--- src/rtl/sfr_pkg.sv ---
// ----------------------------------------------------------------------------
// SLIP frame receiver package
// Shared types, codes and constants for the SLIP frame receiver.
// ----------------------------------------------------------------------------
package sfr_pkg;

   localparam int BUFFER_DEPTH_DEFAULT = 32;
   localparam int QUEUE_DEPTH          = 2;
   localparam int LEN_W                = 7;

   localparam logic [15:0] TIMEOUT_RESET = 16'd1000;
   localparam logic [16:0] IDLE_MAX      = 17'h1ffff;

   localparam logic [7:0] END_BYTE = 8'hc0;
   localparam logic [7:0] ESC_BYTE = 8'hdb;
   localparam logic [7:0] ESC_END  = 8'hdc;
   localparam logic [7:0] ESC_ESC  = 8'hdd;

   localparam logic [1:0] CMD_BYTE     = 2'd0;
   localparam logic [1:0] CMD_TICK     = 2'd1;
   localparam logic [1:0] CMD_DISPATCH = 2'd2;

   localparam logic [2:0] STAT_NONE     = 3'd0;
   localparam logic [2:0] STAT_OK       = 3'd1;
   localparam logic [2:0] STAT_MSG_OVF  = 3'd2;
   localparam logic [2:0] STAT_DATA_OVF = 3'd3;
   localparam logic [2:0] STAT_TIMEOUT  = 3'd4;

   typedef struct packed {
      logic [1:0] cmd;
      logic [7:0] data_byte;
   } req_type;

   typedef struct packed {
      logic             has_data;
      logic [7:0]       data_byte_out;
      logic [LEN_W-1:0] message_length;
      logic             last;
      logic [2:0]       status;
   } rsp_type;

   // One dispatch outcome handed from the front end to the streaming back end.
   typedef struct packed {
      logic             stream;
      logic [2:0]       status;
      logic [LEN_W-1:0] length;
   } job_type;

endpackage

--- src/rtl/sfr_front.sv ---
// ----------------------------------------------------------------------------
// SLIP frame receiver front end
// Accepts items, runs the framing state machine, writes decoded bytes to the
// message store and turns dispatch requests into jobs for the back end.
// ----------------------------------------------------------------------------
module sfr_front
   import sfr_pkg::*;
#(
   parameter int BUFFER_DEPTH = BUFFER_DEPTH_DEFAULT,
   localparam int ADDR_W = (BUFFER_DEPTH > 1) ? $clog2(BUFFER_DEPTH) : 1,
   localparam int CNT_W  = $clog2(BUFFER_DEPTH + 1)
) (
   input  logic              clock,
   input  logic              reset,
   input  logic              req_valid,
   output logic              req_stall,
   input  req_type           req_data,
   input  logic              csr_wr_en,
   input  logic [15:0]       csr_wr_data,
   input  logic              q_empty,
   input  logic              q_full,
   output logic              q_push,
   output job_type           q_job,
   output logic              mem_wr_en,
   output logic [ADDR_W-1:0] mem_wr_addr,
   output logic [7:0]        mem_wr_data
);

   localparam logic [2:0] FS_WAIT     = 3'd0;
   localparam logic [2:0] FS_DATA     = 3'd1;
   localparam logic [2:0] FS_ESC      = 3'd2;
   localparam logic [2:0] FS_AVAIL    = 3'd3;
   localparam logic [2:0] FS_MSG_OVF  = 3'd4;
   localparam logic [2:0] FS_DATA_OVF = 3'd5;

   logic [2:0]       state_ff, state_in;
   logic [CNT_W-1:0] count_ff, count_in;
   logic [16:0]      idle_ff, idle_in;
   logic [15:0]      timeout_ff, timeout_in;

   logic       accept;
   logic       store_req;
   logic [7:0] store_val;

   // Bytes wait while a job is queued so a pending message is not overwritten.
   assign req_stall = ((req_data.cmd == CMD_BYTE) && !q_empty) ||
                      ((req_data.cmd == CMD_DISPATCH) && q_full);
   assign accept    = req_valid && !req_stall;

   assign timeout_in = csr_wr_en ? csr_wr_data : timeout_ff;

   always_comb begin
      state_in    = state_ff;
      count_in    = count_ff;
      idle_in     = idle_ff;
      store_req   = 1'b0;
      store_val   = req_data.data_byte;
      q_push      = 1'b0;
      q_job       = '0;
      mem_wr_en   = 1'b0;
      mem_wr_addr = count_ff[ADDR_W-1:0];
      mem_wr_data = store_val;

      if (accept) begin
         unique case (req_data.cmd)
            CMD_BYTE: begin
               idle_in = '0;
               unique case (state_ff)
                  FS_WAIT: begin
                     if (req_data.data_byte == END_BYTE) begin
                        count_in = '0;
                        state_in = FS_DATA;
                     end
                  end
                  FS_DATA: begin
                     if (req_data.data_byte == END_BYTE) begin
                        state_in = (count_ff != '0) ? FS_AVAIL : FS_WAIT;
                     end else if (req_data.data_byte == ESC_BYTE) begin
                        state_in = FS_ESC;
                     end else begin
                        store_req = 1'b1;
                     end
                  end
                  FS_ESC: begin
                     if (req_data.data_byte == ESC_END) begin
                        store_req = 1'b1;
                        store_val = END_BYTE;
                     end else if (req_data.data_byte == ESC_ESC) begin
                        store_req = 1'b1;
                        store_val = ESC_BYTE;
                     end else begin
                        state_in = FS_WAIT;
                     end
                  end
                  FS_AVAIL: begin
                     state_in = FS_MSG_OVF;
                  end
                  default: begin
                  end
               endcase
               if (store_req) begin
                  if (count_ff < CNT_W'(BUFFER_DEPTH)) begin
                     mem_wr_en = 1'b1;
                     count_in  = count_ff + CNT_W'(1);
                     state_in  = FS_DATA;
                  end else begin
                     state_in = FS_DATA_OVF;
                  end
               end
               mem_wr_data = store_val;
            end
            CMD_TICK: begin
               if (idle_ff != IDLE_MAX) begin
                  idle_in = idle_ff + 17'd1;
               end
            end
            CMD_DISPATCH: begin
               q_push = 1'b1;
               if ((state_ff == FS_AVAIL) || (state_ff == FS_MSG_OVF)) begin
                  q_job.stream = 1'b1;
                  q_job.status = (state_ff == FS_MSG_OVF) ? STAT_MSG_OVF : STAT_OK;
                  q_job.length = LEN_W'(count_ff);
                  state_in     = FS_WAIT;
               end else if (state_ff == FS_DATA_OVF) begin
                  q_job.status = STAT_DATA_OVF;
                  state_in     = FS_WAIT;
               end else if (((state_ff == FS_DATA) || (state_ff == FS_ESC)) &&
                            (idle_ff > {1'b0, timeout_ff})) begin
                  q_job.status = STAT_TIMEOUT;
                  state_in     = FS_WAIT;
               end else begin
                  q_job.status = STAT_NONE;
               end
            end
            default: begin
            end
         endcase
      end
   end

   always_ff @(posedge clock) begin
      if (reset) begin
         state_ff   <= FS_WAIT;
         count_ff   <= '0;
         idle_ff    <= '0;
         timeout_ff <= TIMEOUT_RESET;
      end else begin
         state_ff   <= state_in;
         count_ff   <= count_in;
         idle_ff    <= idle_in;
         timeout_ff <= timeout_in;
      end
   end

endmodule

--- src/rtl/sfr_queue.sv ---
// ----------------------------------------------------------------------------
// SLIP frame receiver job queue
// A short first-in first-out queue of dispatch jobs between front and back.
// ----------------------------------------------------------------------------
module sfr_queue
   import sfr_pkg::*;
(
   input  logic    clock,
   input  logic    reset,
   input  logic    push,
   input  job_type push_job,
   input  logic    pop,
   output job_type head_job,
   output logic    empty,
   output logic    full
);

   localparam int PTR_W = (QUEUE_DEPTH > 1) ? $clog2(QUEUE_DEPTH) : 1;
   localparam int CNT_W = $clog2(QUEUE_DEPTH + 1);

   job_type          entry_ff [QUEUE_DEPTH];
   logic [PTR_W-1:0] wr_ptr_ff, wr_ptr_in;
   logic [PTR_W-1:0] rd_ptr_ff, rd_ptr_in;
   logic [CNT_W-1:0] count_ff, count_in;
   logic             do_push, do_pop;

   assign empty    = (count_ff == '0);
   assign full     = (count_ff == CNT_W'(QUEUE_DEPTH));
   assign do_push  = push && !full;
   assign do_pop   = pop && !empty;
   assign head_job = entry_ff[rd_ptr_ff];

   always_comb begin
      wr_ptr_in = wr_ptr_ff;
      rd_ptr_in = rd_ptr_ff;
      count_in  = count_ff;
      if (do_push) begin
         wr_ptr_in = (wr_ptr_ff == PTR_W'(QUEUE_DEPTH - 1)) ? '0 : wr_ptr_ff + PTR_W'(1);
      end
      if (do_pop) begin
         rd_ptr_in = (rd_ptr_ff == PTR_W'(QUEUE_DEPTH - 1)) ? '0 : rd_ptr_ff + PTR_W'(1);
      end
      if (do_push && !do_pop) begin
         count_in = count_ff + CNT_W'(1);
      end else if (do_pop && !do_push) begin
         count_in = count_ff - CNT_W'(1);
      end
   end

   always_ff @(posedge clock) begin
      if (do_push) begin
         entry_ff[wr_ptr_ff] <= push_job;
      end
   end

   always_ff @(posedge clock) begin
      if (reset) begin
         wr_ptr_ff <= '0;
         rd_ptr_ff <= '0;
         count_ff  <= '0;
      end else begin
         wr_ptr_ff <= wr_ptr_in;
         rd_ptr_ff <= rd_ptr_in;
         count_ff  <= count_in;
      end
   end

endmodule

--- src/rtl/sfr_back.sv ---
// ----------------------------------------------------------------------------
// SLIP frame receiver back end
// Holds the message store and turns queued jobs into result transfers, one
// per cycle when not stalled, through a read stage and an output register.
// ----------------------------------------------------------------------------
module sfr_back
   import sfr_pkg::*;
#(
   parameter int BUFFER_DEPTH = BUFFER_DEPTH_DEFAULT,
   localparam int ADDR_W = (BUFFER_DEPTH > 1) ? $clog2(BUFFER_DEPTH) : 1
) (
   input  logic              clock,
   input  logic              reset,
   input  logic              mem_wr_en,
   input  logic [ADDR_W-1:0] mem_wr_addr,
   input  logic [7:0]        mem_wr_data,
   input  job_type           head_job,
   input  logic              q_empty,
   output logic              q_pop,
   output logic              rsp_valid,
   input  logic              rsp_stall,
   output rsp_type           rsp_data
);

   logic [7:0]        store_mem [BUFFER_DEPTH];
   logic [ADDR_W-1:0] idx_ff, idx_in;
   logic              rd_valid_ff, rd_valid_in;
   rsp_type           rd_meta_ff;
   logic [7:0]        rd_byte_ff;
   logic              out_valid_ff, out_valid_in;
   rsp_type           out_data_ff, out_data_in;

   logic    move;
   logic    issue;
   logic    streaming;
   logic    is_last;
   rsp_type issue_meta;

   assign move      = rd_valid_ff && (!out_valid_ff || !rsp_stall);
   assign issue     = !q_empty && (!rd_valid_ff || move);
   assign streaming = head_job.stream && (head_job.length != '0);
   assign is_last   = !streaming || ((LEN_W'(idx_ff) + LEN_W'(1)) == head_job.length);
   assign q_pop     = issue && is_last;

   always_comb begin
      issue_meta                = '0;
      issue_meta.has_data       = streaming;
      issue_meta.message_length = streaming ? head_job.length : '0;
      issue_meta.last           = is_last;
      issue_meta.status         = head_job.status;

      idx_in = idx_ff;
      if (issue) begin
         idx_in = is_last ? '0 : idx_ff + ADDR_W'(1);
      end

      out_data_in               = rd_meta_ff;
      out_data_in.data_byte_out = rd_meta_ff.has_data ? rd_byte_ff : 8'd0;

      rd_valid_in  = issue || (rd_valid_ff && !move);
      out_valid_in = move || (out_valid_ff && rsp_stall);
   end

   always_ff @(posedge clock) begin
      if (mem_wr_en) begin
         store_mem[mem_wr_addr] <= mem_wr_data;
      end
      if (issue) begin
         rd_byte_ff <= store_mem[idx_ff];
         rd_meta_ff <= issue_meta;
      end
      if (move) begin
         out_data_ff <= out_data_in;
      end
   end

   always_ff @(posedge clock) begin
      if (reset) begin
         idx_ff       <= '0;
         rd_valid_ff  <= 1'b0;
         out_valid_ff <= 1'b0;
      end else begin
         idx_ff       <= idx_in;
         rd_valid_ff  <= rd_valid_in;
         out_valid_ff <= out_valid_in;
      end
   end

   assign rsp_valid = out_valid_ff;
   assign rsp_data  = out_data_ff;

endmodule

--- src/rtl/slip_frame_receiver_top.sv ---
// ----------------------------------------------------------------------------
// SLIP frame receiver
// Deframes a SLIP-style byte stream into a message store and streams the
// stored message, or a status, out on each dispatch request.
// ----------------------------------------------------------------------------
// Ticks are never stalled; a byte stalls while a dispatch job is still
// queued, since the job's message store reads must be issued first.
// A dispatch's first result passes through the job queue register, the
// registered message store read and the output register; a message then
// streams one result per cycle while the result channel does not stall.
// Synchronous reset clears all control state, sets the timeout to 1000
// ticks and needs no clearing pass; the message store is not cleared.
module slip_frame_receiver_top
   import sfr_pkg::*;
#(
   parameter int BUFFER_DEPTH = BUFFER_DEPTH_DEFAULT
) (
   input  logic        clock,
   input  logic        reset,
   input  logic        req_valid,
   output logic        req_stall,
   input  req_type     req_data,
   output logic        rsp_valid,
   input  logic        rsp_stall,
   output rsp_type     rsp_data,
   input  logic        csr_wr_en,
   input  logic [15:0] csr_wr_data
);

   localparam int ADDR_W = (BUFFER_DEPTH > 1) ? $clog2(BUFFER_DEPTH) : 1;

   // Job queue between the framing front end and the streaming back end.
   logic    q_push;
   logic    q_pop;
   logic    q_empty;
   logic    q_full;
   job_type q_push_job;
   job_type q_head_job;

   // Message store write port, driven by the front end.
   logic              mem_wr_en;
   logic [ADDR_W-1:0] mem_wr_addr;
   logic [7:0]        mem_wr_data;

   // The front end owns framing state, the byte count, the idle counter and
   // the timeout register. Every dispatch becomes exactly one job.
   sfr_front #(
      .BUFFER_DEPTH (BUFFER_DEPTH)
   ) u_front (
      .clock       (clock),
      .reset       (reset),
      .req_valid   (req_valid),
      .req_stall   (req_stall),
      .req_data    (req_data),
      .csr_wr_en   (csr_wr_en),
      .csr_wr_data (csr_wr_data),
      .q_empty     (q_empty),
      .q_full      (q_full),
      .q_push      (q_push),
      .q_job       (q_push_job),
      .mem_wr_en   (mem_wr_en),
      .mem_wr_addr (mem_wr_addr),
      .mem_wr_data (mem_wr_data)
   );

   // The queue lets ticks, and dispatches until it is full, keep flowing
   // while the back end waits on a stalled result channel.
   sfr_queue u_queue (
      .clock    (clock),
      .reset    (reset),
      .push     (q_push),
      .push_job (q_push_job),
      .pop      (q_pop),
      .head_job (q_head_job),
      .empty    (q_empty),
      .full     (q_full)
   );

   // The back end reads the store and drives each result transfer.
   sfr_back #(
      .BUFFER_DEPTH (BUFFER_DEPTH)
   ) u_back (
      .clock       (clock),
      .reset       (reset),
      .mem_wr_en   (mem_wr_en),
      .mem_wr_addr (mem_wr_addr),
      .mem_wr_data (mem_wr_data),
      .head_job    (q_head_job),
      .q_empty     (q_empty),
      .q_pop       (q_pop),
      .rsp_valid   (rsp_valid),
      .rsp_stall   (rsp_stall),
      .rsp_data    (rsp_data)
   );

endmodule
--- config.mk ---
export PLATFORM = sky130hd
export DESIGN_NAME = slip_frame_receiver_top
export DESIGN_NICKNAME = d
export VERILOG_FILES = /design/src/rtl/sfr_pkg.sv /design/src/rtl/sfr_front.sv /design/src/rtl/sfr_queue.sv /design/src/rtl/sfr_back.sv /design/src/rtl/slip_frame_receiver_top.sv
export SDC_FILE = /design/constraint.sdc
export NUM_CORES = 1
export LEC_CHECK = 0
export BUFFER_PORTS_ARGS = -buffer_cell sky130_fd_sc_hd__clkbuf_2
export CAP_MARGIN = 30
export CORE_ASPECT_RATIO = 1.25
export CORE_MARGIN = 1
export CORE_UTILIZATION = 55
export CTS_CLUSTER_DIAMETER = 150
export DETAILED_ROUTE_END_ITERATION = 12
export PLACE_DENSITY = 0.72
export SYNTH_ARGS = -nofsm -noshare
export SYNTH_HDL_FRONTEND = slang
export SYNTH_SLANG_ARGS = --single-unit
--- constraint.sdc ---
create_clock -name clock -period 3.3 [get_ports clock]
set_input_delay 0.66 -clock clock [delete_from_list [all_inputs] [get_ports clock]]
set_output_delay 0.66 -clock clock [all_outputs]
set_load 0.02 [all_outputs]
==> reports/qor.txt <==
Distinct cells, synth -> 61
CORE AREA -> 27000 um2
Number of cells on the critical path -> 8
Slowest-stage cell, CP -> dfxtp_1
DRT antenna net count -> 0
Port bufs -> 51
FP Rows -> 67
Clk slew on worst S/H paths -> 0.06 ns
CTS tree -> yes
CP most frequent cell -> a21oi_1
CP startpoint kind -> register
Initial antenna violation count -> 0
Most area-hungry cell type in the Yosys netlist -> edfxtp_1
Area Growth Syn to Fin -> 12.1%
Layout cells sized above 1 -> 22.6%
First-pass GRT wire length -> 46.5 mm
Family with the most delay on the worst path -> compound AO/OA/AOI/OAI gates
Vias per cell -> 5.93
Clock tree sinks -> 368
Post-synthesis sequential area ratio -> 69.1%
Hold-fix buffer count after cts -> 0
EDFF count, synth -> 314
DR pass1 iterations -> 5
Max-cap viol count -> 0
Die area -> 28300 um2
CP max stage delay -> 0.66 ns
Synth area leaders -> edfxtp_1 62%, mux4_2 9.2%, dfxtp_1 7.1%
Grt total ovfl -> 0
Crit Path Class -> register to register
Die Wd -> 151 um
Yosys warnings -> 0
Yosys top cell area share -> 61.9%
Routability cong. -> 0.824
Asr flop ratio synth -> 0%
CTS max path bufs -> 3
Clk_skew -> 0.0119 ns
Most frequent cells after synthesis -> 314 x edfxtp_1, 87 x nor2_1, 62 x mux4_2, 54 x dfxtp_1
Depth of the CTS H-tree -> 2
GRT Total Usage -> 22.4%
Post-synth net total -> 958
Reg2reg setup slack -> 0.44 ns
Crit. End Element -> register
Fin nets -> 1031
Slew Viols, Final -> 0
RSZ-0062 raised after global routing -> no
Final critical-path share of the clock period -> 86.7%
Run status -> finished clean
Worst path arrival time -> 3.30 ns
Postcts setup bufs -> 0
Depth of the worst hold-timing path -> 3
Crit path buffers/inverters -> 0
Most common cell in the synthesized netlist -> edfxtp_1
Leak -> 5.74 nW
Max Freq -> 0.350 GHz
Setup TNS -> 0 ns
Vias -> 7981
PwrDens -> 674 nW/um2
WL per Instance -> 22.3 um
Starting density of the core -> 56.4%
Worst EP required -> 3.74 ns
DP HPWL -> 19.2 mm
Fill cells -> 1875
Post-synthesis register bit count -> 368
Crit Path Max Fanout -> 12
Starting DRC count in detailed routing -> 635
Clock Root Buffer -> clkbuf_16
Slew @ Worst Pin -> 0.798 ns
Worst path cell trace -> mux2_2 -> nor3_1 -> o22ai_1 -> o21ai_0 -> a21oi_1 -> ha_1 -> or3_1 -> a21oi_1
Vias in the first global route -> 8103
Post-layout util -> 63.2%
Cells after synthesis -> 903
Min-delay worst type -> input port to register
Min cycle time layout -> 2.86 ns
Total CTS buffers -> 36
Post-cts gate resize count -> 0
Reg2reg path depth -> 8
Final setup vio count -> 0
Boundary Pins -> 53
Syn avg cell area -> 16.9 um2
Max-slew headroom -> 46.6%
Synth Flop Type -> edfxtp_1
Final hold violation count -> 0
Die Y -> 188 um
Total wire length -> 30.1 mm
Cell area after synthesis -> 15200 um2
Largest net degree at the start of global routing -> 68
Skew-Pair Late Insertion Delay -> 0.51 ns
# DRC -> 0
Ant. Diodes -> 0
Max VDD drop -> 0.419 mV
[worst min-delay path, cell delays in order]
cell,delay [ns]
clkbuf_2,0.08
nand2_1,0.04
o211ai_1,0.06
[cells in the final DEF (no fill, tap or decap), drive strengths merged, types with 16 or more instances in the layout]
cell type  count
dfxtp         54
ha            24
mux4          80
xor2          16
buf           30
edfxtp       314
inv           28
clkbuf        91
nand2         26
mux2i         16
o21ai         18
a21oi         20
nor2          87
[power by group]
group          switching, mW  internal [mW]  leakage, nW
registers              0.142           5.39         3.28
logic                   1.05          0.926         1.91
clock network           1.68           2.31        0.549
total                   2.87           8.62         5.74
[cells by family (layout without fill, tap and decap cells)]
| logic type | Yosys count | after routing | synth area share (%) |
|---|---|---|---|
| other | 1 | 1 | 0.0246 |
| DFF | 368 | 368 | 69.1 |
| xor gates and xnor gates | 27 | 27 | 1.55 |
| muxes | 111 | 111 | 14.4 |
| buffers and inverters | 73 | 170 | 2.34 |
| adders and majority gates | 24 | 24 | 1.97 |
| and+or+nand+nor | 231 | 231 | 7.79 |
| AOI/OAI and AO/OA | 68 | 68 | 2.82 |
[stage by stage]
step	setup WS [ns]	cells	hold slack, ns	cell area (um2)	power, mW
after floorplan	0.681	903	0.400	15200	7.08
final	0.440	1345	0.369	17100	11.5
after detailed placement	0.139	1283	0.405	15900	7.62
after global routing	0.165	1345	0.374	17100	11.9
after CTS	0.426	1345	0.353	17100	11.6
after global placement	0.182	1283	0.403	15900	7.59
[cell type report]
class                      instances  area, um2  share of cell area [%]
sequential                       368      10500                    61.6
multi-input combinational        462       4360                    25.6
clock buffer                      40        947                    5.55
timing repair buffer              81        505                    2.96
tap                              345        432                    2.53
clock inverter                    22        204                    1.19
inverter                          27        101                   0.594
[routing by layer]
layer	routed length (um)	GRT usage (%)	share of wire, %
met5	0	0	0
met4	877	7.42	2.9
met3	1580	3.63	5.3
met2	15400	37.8	51
met1	12200	29.4	41
[registers in the layout (all words and copies together) (netlist names), 5 cells and up, named ones only]
register and count:
u_back.out_data_in 11, u_front.count_ff 6, u_queue.entry_ff 20, u_back.rsp_data 19
u_back.store_mem 256, u_front.timeout_ff 16, u_front.idle_ff 17, u_back.idx_ff 5
u_back.rd_byte_ff 8
[path summary, 6_finish.rpt]
kind / start / endpoint
hold / removal: csr_wr_data[3] / u_front.timeout_ff[3]
setup reg to reg: register / u_queue.count_ff[1]
hold reg to reg: u_back.out_data_in[2] / u_back.rsp_data[2]
setup / recovery: register / u_queue.count_ff[1]
Power figures use the tool's default switching activity.
